===== config.mk =====
export PLATFORM = sky130hd
export DESIGN_NAME = fat32_dir_entry_parser_top
export DESIGN_NICKNAME = d
export VERILOG_FILES = /design/src/rtl/fdep_pkg.sv /design/src/rtl/fat32_dir_entry_parser_top.sv
export SDC_FILE = /design/constraint.sdc
export NUM_CORES = 1
export LEC_CHECK = 0
export ABC_AREA = 1
export BUFFER_PORTS_ARGS = -buffer_cell sky130_fd_sc_hd__buf_2
export CORE_MARGIN = 2
export CORE_UTILIZATION = 50
export CTS_CLUSTER_DIAMETER = 50
export DETAILED_ROUTE_END_ITERATION = 8
export PLACE_DENSITY = 0.72
export SYNTH_ARGS = -nofsm -noshare
export SYNTH_HDL_FRONTEND = slang
export SYNTH_SLANG_ARGS = --single-unit

===== constraint.sdc =====
create_clock -name clk -period 22.3 [get_ports clk]
set_clock_uncertainty 0.2 [all_clocks]
set_input_delay 1.115 -clock clk [delete_from_list [all_inputs] [get_ports clk]]
set_output_delay 1.115 -clock clk [all_outputs]
set_load 0.01 [all_outputs]

===== src/rtl/fdep_pkg.sv =====
package fdep_pkg;

	localparam int ENTRY_BYTES          = 32;
	localparam int CHARS_PER_LONG_ENTRY = 13;
	localparam int ENTRY_WORDS          = ENTRY_BYTES / 2;
	localparam int MEM_WORDS            = 2 * ENTRY_WORDS;

	localparam logic [4:0] POS_ATTR     = 5'd11;
	localparam logic [4:0] POS_LAST     = 5'(ENTRY_BYTES - 1);

	localparam logic [7:0] LONG_ATTR_MASK = 8'h0F;
	localparam logic [7:0] LAST_LONG_FLAG = 8'h40;
	localparam logic [7:0] MARK_DELETED   = 8'hE5;
	localparam logic [7:0] MARK_END       = 8'h00;

	localparam logic KIND_CHAR  = 1'b0;
	localparam logic KIND_SHORT = 1'b1;

	localparam logic [9:0] MAX_CHAR_INDEX = 10'd819;

	// drain steps: one per entry word, then one slot for the terminator
	localparam logic [4:0] DRAIN_LAST     = 5'(ENTRY_WORDS);
	localparam logic [4:0] ODD_GROUP_END  = 5'd5;
	localparam logic [4:0] WORD_EXT_LO    = 5'd4;
	localparam logic [4:0] WORD_EXT_HI    = 5'd5;
	localparam logic [4:0] WORD_CLUS_HI   = 5'd10;
	localparam logic [4:0] WORD_CLUS_LO   = 5'd13;
	localparam logic [4:0] WORD_SIZE_LO   = 5'd14;
	localparam logic [4:0] WORD_SIZE_HI   = 5'd15;

	typedef struct packed {
		logic       dir_restart;
		logic [7:0] data_byte;
	} fdep_in_t;

	typedef struct packed {
		logic        record_kind;
		logic [9:0]  char_index;
		logic [15:0] char_value;
		logic [63:0] short_name_head;
		logic [23:0] short_name_ext;
		logic [7:0]  attributes;
		logic [31:0] first_cluster;
		logic [31:0] file_size;
		logic        entry_live;
		logic        last_of_run;
	} fdep_out_t;

	function automatic logic char_step(input logic [4:0] step);
		logic hit;
		case (step) inside
			[5'd1:5'd5], [5'd7:5'd12], 5'd14, 5'd15: hit = 1'b1;
			default: hit = 1'b0;
		endcase
		return hit;
	endfunction

	function automatic logic [3:0] char_num(input logic [4:0] step);
		logic [4:0] n;
		case (step) inside
			[5'd1:5'd5]:  n = step - 5'd1;
			[5'd7:5'd12]: n = step - 5'd2;
			default:      n = step - 5'd3;
		endcase
		return n[3:0];
	endfunction

endpackage


===== src/rtl/fat32_dir_entry_parser_top.sv =====
// Directory entry parser: takes raw directory data one byte per item on the
// byte channel and returns long-name characters and short entry records on
// the rec channel. Both channels use valid/stall; an item moves on a clock
// edge with valid high and stall low.
// Every 32 bytes form one entry; dir_restart on a byte makes it byte 0 of a
// new entry and drops any partial one. A long-name entry yields 13 characters
// plus an optional terminator; a short entry yields one record; a long-name
// entry with ordinal zero yields nothing.
// Bytes are accepted one per cycle while byte_stall is low. Entries are
// stored as 16-bit words in a two-bank word memory; while one bank fills, the
// other is read back one word per cycle unless the output holds, and its
// results are built from the words. With the drain idle, a long-name entry's
// first character, or a short entry's record, passes the read stage and the
// output register before rec_valid rises. Characters follow one per cycle
// while rec_stall is low, with a gap after the fifth and the eleventh.
// Sustained rate is one byte per cycle while rec_stall is low, as an entry
// drains faster than it fills. While the receiver stalls, the current result
// holds and the drain pauses at its next result; byte_stall rises once both
// banks hold complete entries. Reset clears the byte position, bank pointers
// and valid flags; no result is pending after reset.
module fat32_dir_entry_parser_top (
	input  logic               clk,
	input  logic               arst_n,
	input  logic               byte_valid,
	output logic               byte_stall,
	input  fdep_pkg::fdep_in_t  byte_item,
	output logic               rec_valid,
	input  logic               rec_stall,
	output fdep_pkg::fdep_out_t rec_item
);
	import fdep_pkg::*;

	typedef struct packed {
		logic       is_long;
		logic       last_flag;
		logic       live;
		logic [7:0] attr;
		logic [9:0] base;
	} meta_t;

	logic [4:0]  pos_q;
	logic [4:0]  pos;
	logic        wb_q;
	logic        rb_q;
	logic [1:0]  busy_q;
	logic [7:0]  lo_q;
	logic [7:0]  b0_q;
	logic [7:0]  attr_q;
	meta_t       meta_q [2];
	meta_t       meta_new;
	meta_t       meta_s1;
	logic        accept;
	logic        handoff;
	logic        skip;
	logic [5:0]  ord;

	logic [15:0] mem [MEM_WORDS];
	logic        mem_we;
	logic        mem_re;
	logic [4:0]  waddr;
	logic [4:0]  raddr;
	logic [15:0] wdata;
	logic [15:0] rdata_s1;

	logic [4:0]  step_q;
	logic [4:0]  step_s1;
	logic        v_s1;
	logic        issue;
	logic        adv_s1;
	logic        emit_s1;

	logic [7:0]  prev_hi_q;
	logic [63:0] head_q;
	logic [23:0] ext_q;
	logic [15:0] clus_hi_q;
	logic [15:0] clus_lo_q;
	logic [15:0] size_lo_q;

	fdep_out_t   res;
	fdep_out_t   out_q;
	logic        out_valid_q;

	assign byte_stall = busy_q[wb_q];
	assign accept     = byte_valid && !busy_q[wb_q];
	assign pos        = byte_item.dir_restart ? 5'd0 : pos_q;
	assign handoff    = accept && (pos == POS_LAST);
	assign ord        = b0_q[5:0];
	assign skip       = meta_new.is_long && (ord == 6'd0);

	assign mem_we = accept && pos[0];
	assign waddr  = {wb_q, pos[4:1]};
	assign wdata  = {byte_item.data_byte, lo_q};

	always_comb begin
		meta_new.is_long   = (attr_q & LONG_ATTR_MASK) == LONG_ATTR_MASK;
		meta_new.last_flag = (b0_q & LAST_LONG_FLAG) != 8'd0;
		meta_new.live      = (b0_q != MARK_DELETED) && (b0_q != MARK_END);
		meta_new.attr      = attr_q;
		meta_new.base      = 10'(({4'd0, ord} - 10'd1) * 10'(CHARS_PER_LONG_ENTRY));
	end

	always_ff @(posedge clk) begin
		if (accept) begin
			if (!pos[0])
				lo_q <= byte_item.data_byte;
			if (pos == 5'd0)
				b0_q <= byte_item.data_byte;
			if (pos == POS_ATTR)
				attr_q <= byte_item.data_byte;
		end
		if (handoff && !skip)
			meta_q[wb_q] <= meta_new;
	end

	always_ff @(posedge clk) begin
		if (mem_we)
			mem[waddr] <= wdata;
		if (mem_re)
			rdata_s1 <= mem[raddr];
	end

	assign emit_s1 = v_s1 && (meta_s1.is_long
		? (char_step(step_s1) || (step_s1 == DRAIN_LAST && meta_s1.last_flag))
		: (step_s1 == WORD_SIZE_HI));
	assign adv_s1  = !emit_s1 || !out_valid_q || !rec_stall;
	assign issue   = busy_q[rb_q] && (!v_s1 || adv_s1);
	assign mem_re  = issue && (step_q != DRAIN_LAST);
	assign raddr   = {rb_q, step_q[3:0]};

	always_ff @(posedge clk or negedge arst_n) begin
		if (!arst_n) begin
			pos_q       <= 5'd0;
			wb_q        <= 1'b0;
			rb_q        <= 1'b0;
			busy_q      <= 2'b00;
			step_q      <= 5'd0;
			v_s1        <= 1'b0;
			out_valid_q <= 1'b0;
		end else begin
			if (accept)
				pos_q <= pos + 5'd1;
			if (handoff && !skip) begin
				busy_q[wb_q] <= 1'b1;
				wb_q         <= ~wb_q;
			end
			if (issue) begin
				if (step_q == DRAIN_LAST) begin
					busy_q[rb_q] <= 1'b0;
					rb_q         <= ~rb_q;
					step_q       <= 5'd0;
				end else begin
					step_q <= step_q + 5'd1;
				end
			end
			if (issue)
				v_s1 <= 1'b1;
			else if (adv_s1)
				v_s1 <= 1'b0;
			if (emit_s1 && adv_s1)
				out_valid_q <= 1'b1;
			else if (!rec_stall)
				out_valid_q <= 1'b0;
		end
	end

	always_ff @(posedge clk) begin
		if (issue) begin
			step_s1 <= step_q;
			meta_s1 <= meta_q[rb_q];
		end
		if (v_s1 && adv_s1) begin
			prev_hi_q <= rdata_s1[15:8];
			case (step_s1) inside
				[5'd0:5'd3]:  head_q[{step_s1[1:0], 4'd0} +: 16] <= rdata_s1;
				WORD_EXT_LO:  ext_q[15:0] <= rdata_s1;
				WORD_EXT_HI:  ext_q[23:16] <= rdata_s1[7:0];
				WORD_CLUS_HI: clus_hi_q <= rdata_s1;
				WORD_CLUS_LO: clus_lo_q <= rdata_s1;
				WORD_SIZE_LO: size_lo_q <= rdata_s1;
				default: ;
			endcase
		end
		if (emit_s1 && adv_s1)
			out_q <= res;
	end

	always_comb begin
		res = '0;
		if (meta_s1.is_long) begin
			res.record_kind = KIND_CHAR;
			if (step_s1 == DRAIN_LAST) begin
				res.char_index  = meta_s1.base + 10'(CHARS_PER_LONG_ENTRY);
				res.last_of_run = 1'b1;
			end else begin
				res.char_index  = meta_s1.base + {6'd0, char_num(step_s1)};
				res.char_value  = (step_s1 <= ODD_GROUP_END)
					? {rdata_s1[7:0], prev_hi_q} : rdata_s1;
				res.last_of_run = (step_s1 == WORD_SIZE_HI) && !meta_s1.last_flag;
			end
		end else begin
			res.record_kind     = KIND_SHORT;
			res.short_name_head = head_q;
			res.short_name_ext  = ext_q;
			res.attributes      = meta_s1.attr;
			res.first_cluster   = {clus_hi_q, clus_lo_q};
			res.file_size       = {rdata_s1, size_lo_q};
			res.entry_live      = meta_s1.live;
			res.last_of_run     = 1'b1;
		end
	end

	assign rec_valid = out_valid_q;
	assign rec_item  = out_q;

`ifndef SYNTH
	a_bank_split: assert property (@(posedge clk) disable iff (!arst_n)
		(mem_we && mem_re) |-> (waddr[4] != raddr[4]))
		else $error("write and read hit the same bank");

	a_bank_order: assert property (@(posedge clk) disable iff (!arst_n)
		!busy_q[rb_q] |-> (busy_q == 2'b00))
		else $error("full bank skipped by drain");

	a_step_range: assert property (@(posedge clk) disable iff (!arst_n)
		step_q <= DRAIN_LAST)
		else $error("drain step out of range");

	a_index_range: assert property (@(posedge clk) disable iff (!arst_n)
		(out_valid_q && out_q.record_kind == KIND_CHAR)
		|-> (out_q.char_index <= MAX_CHAR_INDEX))
		else $error("char index out of range");
`endif

endmodule

==> summary.md, run 1 <==
| Metric | Value |
|---|---|
| Outcome | complete, no violations |
| Hold Crit Class | primary input to async pin |
| Clock sink total | 969 |
| Worst hold margin | 0.220 ns |
| Main synth FF type | edfxtp_1 |
| Most numerous cell on the critical path | nand2_1 |
| CP Class | flip-flop to flip-flop |
| Count of cell types in the netlist | 44 |
| Routed wire length | 87.1 mm |
| Slew margin rel. | 10.6% |
| Setup TNS | 0 ns |
| Minimum clock period | 4.61 ns |
| Vias in the first global route | 22,500 |
| Worst R2R Setup Slack | 17.69 ns |
| Placed cell areas | 0.0397 mm² |
| CP arrival | 4.80 ns |
| Routed WL per cell | 21.3 µm |
| Final hold violations | 0 |
| Slowest cell delay on critical path | 0.72 ns |
| Global-route wire length before repair | 132 mm |
| Synth Register Bits | 969 |
| Largest net degree at the start of global routing | 192 |
| Mux cell area share after synthesis | 0% |
| Area Overhead vs Synth | 13.2% |
| Synth area leader | edfxtp_1 |
| Grt total ovfl | 0 |
| Cts bufs inserted | 96 |
| Vias/cell | 5.60 |
| Gp weighted congestion | 0.843 |
| I/O Buffers | 203 |
| Post-Syn Area | 0.0378 mm² |
| Critical Path RT | 22.48 ns |
| Synthesized-area fraction occupied by adder cells | 1.59% |
| GRT Util Overall | 22.4% |
| CTS tree | done |
| Fill count | 5,758 |
| Leakage Power | 15.6 nW |
| Ys Warns | 0 |
| Delay-heaviest family, CP | simple AND/OR/NAND/NOR gates |
| Post-Synthesis Cells | 2,849 |
| Post-route clock period utilization | 20.7% |
| CTS clk-pin slew, worst paths | 0.06 ns |
| Xor/xnor share of the synthesized area | 0.441% |
| FP Rows | 100 |
| Synth Area in Simple Gates | 10.1% |
| Vias post-DR | 22,900 |
| P per Cell Area | 85.9 mW/mm² |
| Num ports | 204 |
| Final Util | 57.3% |
| Most common cell in the netlist | edfxtp_1 |
| Die area | 0.0778 mm² |
| Root buffer cell | clkbuf_16 |
| Synthesized area per cell | 13.3 µm² |
| Worst r2r src | step_s1[0]$_DFFE_PP_ |
| Number of synthesized flops with an enable pin | 953 |
| Max Clk Rate | 0.217 GHz |
| Post-Syn Nets | 2,907 |
| Share of cells above drive strength 1 | 13.4% |
| Startpoint Class | flip-flop |
| CP Launch Point | step_s1[0]$_DFFE_PP_ |
| Top cells by area, synth | edfxtp_1 (76%), nor2_1 (5.5%), o21ai_0 (3.8%) |
| H-tree levels | 3 |
| Most frequent cells after synthesis | edfxtp_1 (953), nor2_1 (550), o21ai_0 (286), nand2_1 (272), inv_1 (232) |
| Critical path buffers and inverters | 4 |
| Largest family of logic cells by synthesized area | simple AND/OR/NAND/NOR gates |
| Initial Util | 50.7% |
| Final ANT Viol Nets | 0 |
| Crit Path Max Fanout | 23 |
| Residual DRC | 0 |
| Post_cts resized | 0 |
| DR iter-0 viols | 2,711 |
| Highest-delay cell along the critical path | ha_1 |
| Synth Area in Compound Gates | 7.07% |
| Final nets | 3,101 |
| Max clock buf depth | 3 |
| Post-CTS setup buffer count | 0 |
| Sequential area share after synthesis | 76.8% |
| CORE AREA | 0.0746 mm² |
| Slew at the pin with the worst max-slew slack | 1.34 ns |
| DR pass1 iterations | 6 |
| Die W | 279 µm |
| RSZ-0062 raised after global routing | no |
| Antenna violations before repair | 2 |
| Top cell type's share of synthesized area | 75.8% |
| Worst-Skew Late Latency | 0.66 ns |
| CTS Hold Bufs | 0 |
| Number of max-cap violations | 0 |
| Slew Limit Fails | 0 |
| Post-route cell area | 0.0428 mm² |
| Die H | 279 µm |
| Worst vdd ir | 0.0543 mV |
| # setup viols final | 0 |
| Post-DP HPWL | 52.7 mm |
| Ys async rst share | 1.65% |
| Crit path cell chain | inv_1 > ha_1 > nor2_1 > nor2_1 > nand2_2 > o21ai_0 > a21oi_1 > nor3_1 > inv_1 > fa_1 > inv_1 > nand3_1 > nand2_1 > nand2_1 > nor2_1 > nand2_1 > inv_1 > nand2_1 > nand2_1 > a21oi_1 |
| Ant diodes | 0 |
| CP endpoint kind | flip-flop |
flip-flops by register name (all words and copies together) (netlist names), 8 cells and up:
signal	count
attr_q	8
meta_s1	21
head_q	64
mem	512
lo_q	8
rdata_s1	16
size_lo_q	16
b0_q	8
ext_q	24
prev_hi_q	8
clus_hi_q	16
meta_q	42
clus_lo_q	16
rec_item	189
cell usage in the layout, fill, tap and decap left out, types with 19 or more instances in the layout:
cell | Yosys | layout
nor3_1 | 23 | 22
o22ai_1 | 128 | 128
a21oi_1 | 47 | 47
nand2_1 | 272 | 272
clkinv_1 | 3 | 27
clkbuf_16 | 0 | 96
o21ai_0 | 286 | 286
nor2_1 | 550 | 533
buf_4 | 3 | 34
nand4_1 | 24 | 24
inv_1 | 232 | 231
edfxtp_1 | 953 | 953
ha_1 | 40 | 40
nand3_1 | 58 | 58
clkbuf_1 | 102 | 19
buf_2 | 32 | 203
routing by layer:
| layer | GRT usage [%] | vias to the layer above | part of all wire, % |
|---|---|---|---|
| met5 | 0 | - | 0 |
| met4 | 8.11 | 0 | 2.9 |
| met3 | 3.96 | 177 | 9.5 |
| met2 | 37.1 | 1200 | 49 |
| met1 | 30.0 | 11100 | 39 |
| li1 | - | 10400 | - |
path summary, 6_finish.rpt:
kind,to,cells after the start
worst min-delay path,pos_q[3]$_DFFE_PN0P_,1
worst min register to register,meta_q[1][14]$_DFFE_PP_,0
max in group asynchronous,step_q[1]$_DFFE_PN0P_,1
worst max-delay path,rec_item[186]$_SDFFCE_PN0P_,20
worst max register to register,rec_item[186]$_SDFFCE_PN0P_,20
min in group clk,meta_q[1][14]$_DFFE_PP_,0
logic make-up after synthesis:
group,after synthesis
flops,969
xor+xnor,19
buf+inv,381
simple gates,945
fa+ha+maj,45
compound gates,490
where the power goes:
part           switching [mW]  total, mW  internal [mW]
clock                   0.673       1.54          0.868
sequential             0.0131       2.02           2.01
combinational          0.0800      0.114         0.0343
final cells by class:
class                           count  area (µm²)  area share [%]
Clock buffer                      115        2470            5.78
Clock inverter                     59         543            1.27
Inverter                          239         906            2.12
Multi-Input combinational cell   1499        7310            17.1
Sequential cell                   969       29000            67.9
Tap cell                          969        1210            2.84
Timing Repair Buffer              238        1290            3.02
through the flow:
| step | setup slack [ns] | total power, mW | cells |
|---|---|---|---|
| 3_3_place_gp | 17.69 | 2.16 | 3914 |
| 4_1_cts | 17.66 | 3.69 | 4088 |
| 6_report | 17.69 | 3.67 | 4088 |
| 2_1_floorplan | 11.99 | 2.13 | 2849 |
| 5_1_grt | 17.17 | 3.78 | 4088 |
| 3_5_place_dp | 17.67 | 2.17 | 3914 |
No activity file was read; power rests on OpenSTA's default activity.
==> inputs of run 2 (changes only) <==
==> constraint.sdc (replaced) <==
create_clock -name clk -period 4.7 [get_ports clk]
set_clock_uncertainty 0.2 [all_clocks]
set_input_delay 0.235 -clock clk [delete_from_list [all_inputs] [get_ports clk]]
set_output_delay 0.235 -clock clk [all_outputs]
set_load 0.01 [all_outputs]
==> run 2 against run 1 <==
  * Utilization increased by 0.65 points
  * Flip-flop and latch count unchanged
  * Global-route usage about the same
  * Register-to-register slack got worse by 17 ns
  * Die area unchanged
  * Clock power increased to 4.9 times the previous value
  * Fmax increased by 18%
  * Critical endpoint is now meta_q[1][9]$_DFFE_PP_
  * Critical path type unchanged
  * Design area increased by 1.1%
  * Sequential share of layout area decreased by 0.76 points
==> summary.md, run 2 (synthesis results as in run 1) <==
| Metric | Value |
|---|---|
| Worst r2r src | b0_q[0]$_DFFE_PP_ |
| Post-route clock period utilization | 83.0% (+62 points) |
| Slew Limit Fails | 0 (unchanged) |
| CP endpoint kind | flip-flop |
| Final hold violations | 0 (unchanged) |
| Critical Path RT | 4.89 ns (-17.59 ns) |
| CP arrival | 4.09 ns (-0.71 ns) |
| Post-CTS setup buffer count | 0 (unchanged) |
| Vias in the first global route | 22,300 (-0.67%) |
| Num ports | 204 (unchanged) |
| Cts bufs inserted | 100 (+4.2%) |
| Startpoint Class | flip-flop |
| Residual DRC | 0 (unchanged) |
| Post-DP HPWL | 52.9 mm (+0.43%) |
| Final nets | 3,139 (+1.2%) |
| # setup viols final | 0 (unchanged) |
| Max FFs per register | 512 (unchanged) |
| Hold Crit Class | primary input to flip-flop |
| Initial Util | 50.7% (unchanged) |
| Slew at the pin with the worst max-slew slack | 1.13 ns (-0.209 ns) |
| Antenna violations before repair | 1 (-1) |
| Vias post-DR | 23,000 (+0.49%) |
| I/O Buffers | 203 (unchanged) |
| Die W | 279 µm (unchanged) |
| CTS tree | done |
| Leakage Power | 15.8 nW (+1.6%) |
| Slew margin rel. | 24.2% (+14 points) |
| Hold_sp | byte_item[0] |
| Gp weighted congestion | 0.853 (+1.1%) |
| Reg-to-Reg End | meta_q[1][9]$_DFFE_PP_ |
| Crit path cell chain | inv_1 > ha_1 > nand2_1 > xnor2_1 > ha_1 > ha_1 > inv_1 > fa_1 > inv_1 > ha_1 > a21oi_1 > nand2_1 > a21oi_1 > nor2_1 > nor2_1 > xnor2_1 |
| Vias/cell | 5.56 (-0.61%) |
| Worst-Skew Late Latency | 0.66 ns (about the same) |
| Minimum clock period | 3.90 ns (-0.714 ns) |
| Ant diodes | 0 (unchanged) |
| CTS clk-pin slew, worst paths | 0.06 ns (about the same) |
| Setup TNS | 0 ns (unchanged) |
| Share of cells above drive strength 1 | 14.4% (+1.0 points) |
| Die area | 0.0778 mm² (unchanged) |
| H-tree levels | 3 (unchanged) |
| Highest-delay cell along the critical path | fa_1 |
| Number of max-cap violations | 0 (unchanged) |
| Reg2reg path depth | 16 (-20%) |
| Critical path buffers and inverters | 3 (-1) |
| Root buffer cell | clkbuf_16 |
| Largest net degree at the start of global routing | 157 (-18%) |
| Area Overhead vs Synth | 14.5% |
| Cells on Worst Hold Path | 1 |
| Reg with most FFs | mem |
| Global-route wire length before repair | 132 mm (-0.53%) |
| Final ANT Viol Nets | 0 (unchanged) |
| Worst hold margin | 0.0376 ns (-0.182 ns) |
| Max Clk Rate | 0.256 GHz (+18%) |
| FP Rows | 100 (unchanged) |
| CORE AREA | 0.0746 mm² (unchanged) |
| Outcome | complete, no violations |
| Worst Hold End | mem[18][8]$_DFFE_PP_ |
| Grt total ovfl | 0 (unchanged) |
| Most numerous cell on the critical path | ha_1 |
| DR iter-0 viols | 2,721 (+0.37%) |
| Clock sink total | 969 (unchanged) |
| Slowest cell delay on critical path | 0.49 ns (-0.23 ns) |
| DR pass1 iterations | 8 (+2) |
| Crit Path Max Fanout | 7 (-70%) |
| Delay-heaviest family, CP | adder cells |
| Most frequent cells in the layout | edfxtp_1 (953), nor2_1 (545), o21ai_0 (286) |
| GRT Util Overall | 22.4% (-0.040 points) |
| Max clock buf depth | 3 (unchanged) |
| Routed wire length | 87.4 mm (+0.32%) |
| CTS Hold Bufs | 6 (+6) |
| Worst R2R Setup Slack | 0.80 ns (-16.89 ns) |
| CP Class | flip-flop to flip-flop |
| Most common cell after layout, fill and taps aside | edfxtp_1 |
| Post_cts resized | 0 (unchanged) |
| RSZ-0062 raised after global routing | no |
| P per Cell Area | 408 mW/mm² (+370%) |
| Routed WL per cell | 21.1 µm (-0.78%) |
| Worst vdd ir | 0.297 mV (+450%) |
| Die H | 279 µm (unchanged) |
run 2: changes by cell type in the layout (fill, tap and decap cells not counted), sizes merged:
cell and change:
buf +28, clkbuf +7, dlygate4sd3 +6, clkinvlp +5
inv +3, bufinv -2, clkinv -2
run 2: per-stage QoR:
step                util [%]  setup slack, ns  std cells  power [mW]  instance area, µm²
floorplan                  -           -0.126       2849        10.1               37800
global placement        53.7            0.836       3942        10.3               40000
detailed placement      53.7            0.788       3942        10.3               40000
CTS                     58.0            0.778       4133        17.7               43200
global route            58.0            0.461       4133        18.2               43200
finish                  58.0            0.800       4133        17.6               43200
run 2: final cells by class:
cell class / count / area [µm²]
clock inverters: 63 / 539
well taps: 969 / 1210
multi-input cells: 1499 / 7320
fillers: 5671 / 31300
inverters: 239 / 911
repair buffers: 272 / 1610
clock buffers: 122 / 2630
flip-flops and latches: 969 / 29000
run 2: worst max path at each step:
| stage | from | endpoint | slack (ns) | cells past startpoint |
|---|---|---|---|---|
| 6_report | b0_q[0]$_DFFE_PP_ | meta_q[1][9]$_DFFE_PP_ | 0.80 | 16 |
| 5_1_grt | step_s1[1]$_DFFE_PP_ | rec_item[186]$_SDFFCE_PN0P_ | 0.46 | 20 |
| 4_1_cts | b0_q[0]$_DFFE_PP_ | meta_q[1][9]$_DFFE_PP_ | 0.78 | 16 |
| 3_5_place_dp | b0_q[0]$_DFFE_PP_ | meta_q[1][9]$_DFFE_PP_ | 0.79 | 16 |
| 3_3_place_gp | step_s1[2]$_DFFE_PP_ | rec_item[186]$_SDFFCE_PN0P_ | 0.84 | 20 |
| 2_1_floorplan | step_s1[1]$_DFFE_PP_ | rec_item[0]$_SDFFCE_PP1P_ | -0.13 | 12 |
run 2: layer usage:
| metal | wire length, µm | vias to the layer above | GRT usage, % |
|---|---|---|---|
| met1 | 33900 | 11200 | 29.0 |
| li1 | - | 10500 | - |
| met4 | 2590 | 2 | 8.23 |
| met3 | 7930 | 173 | 4.87 |
| met5 | 18 | - | 0 |
| met2 | 42900 | 1087 | 37.3 |
run 2: power by group:
part	total (mW)	switching, mW	internal (mW)
clock network	7.51	3.27	4.24
registers	9.57	0.0529	9.52
logic	0.560	0.386	0.175
total	17.6	3.71	13.9
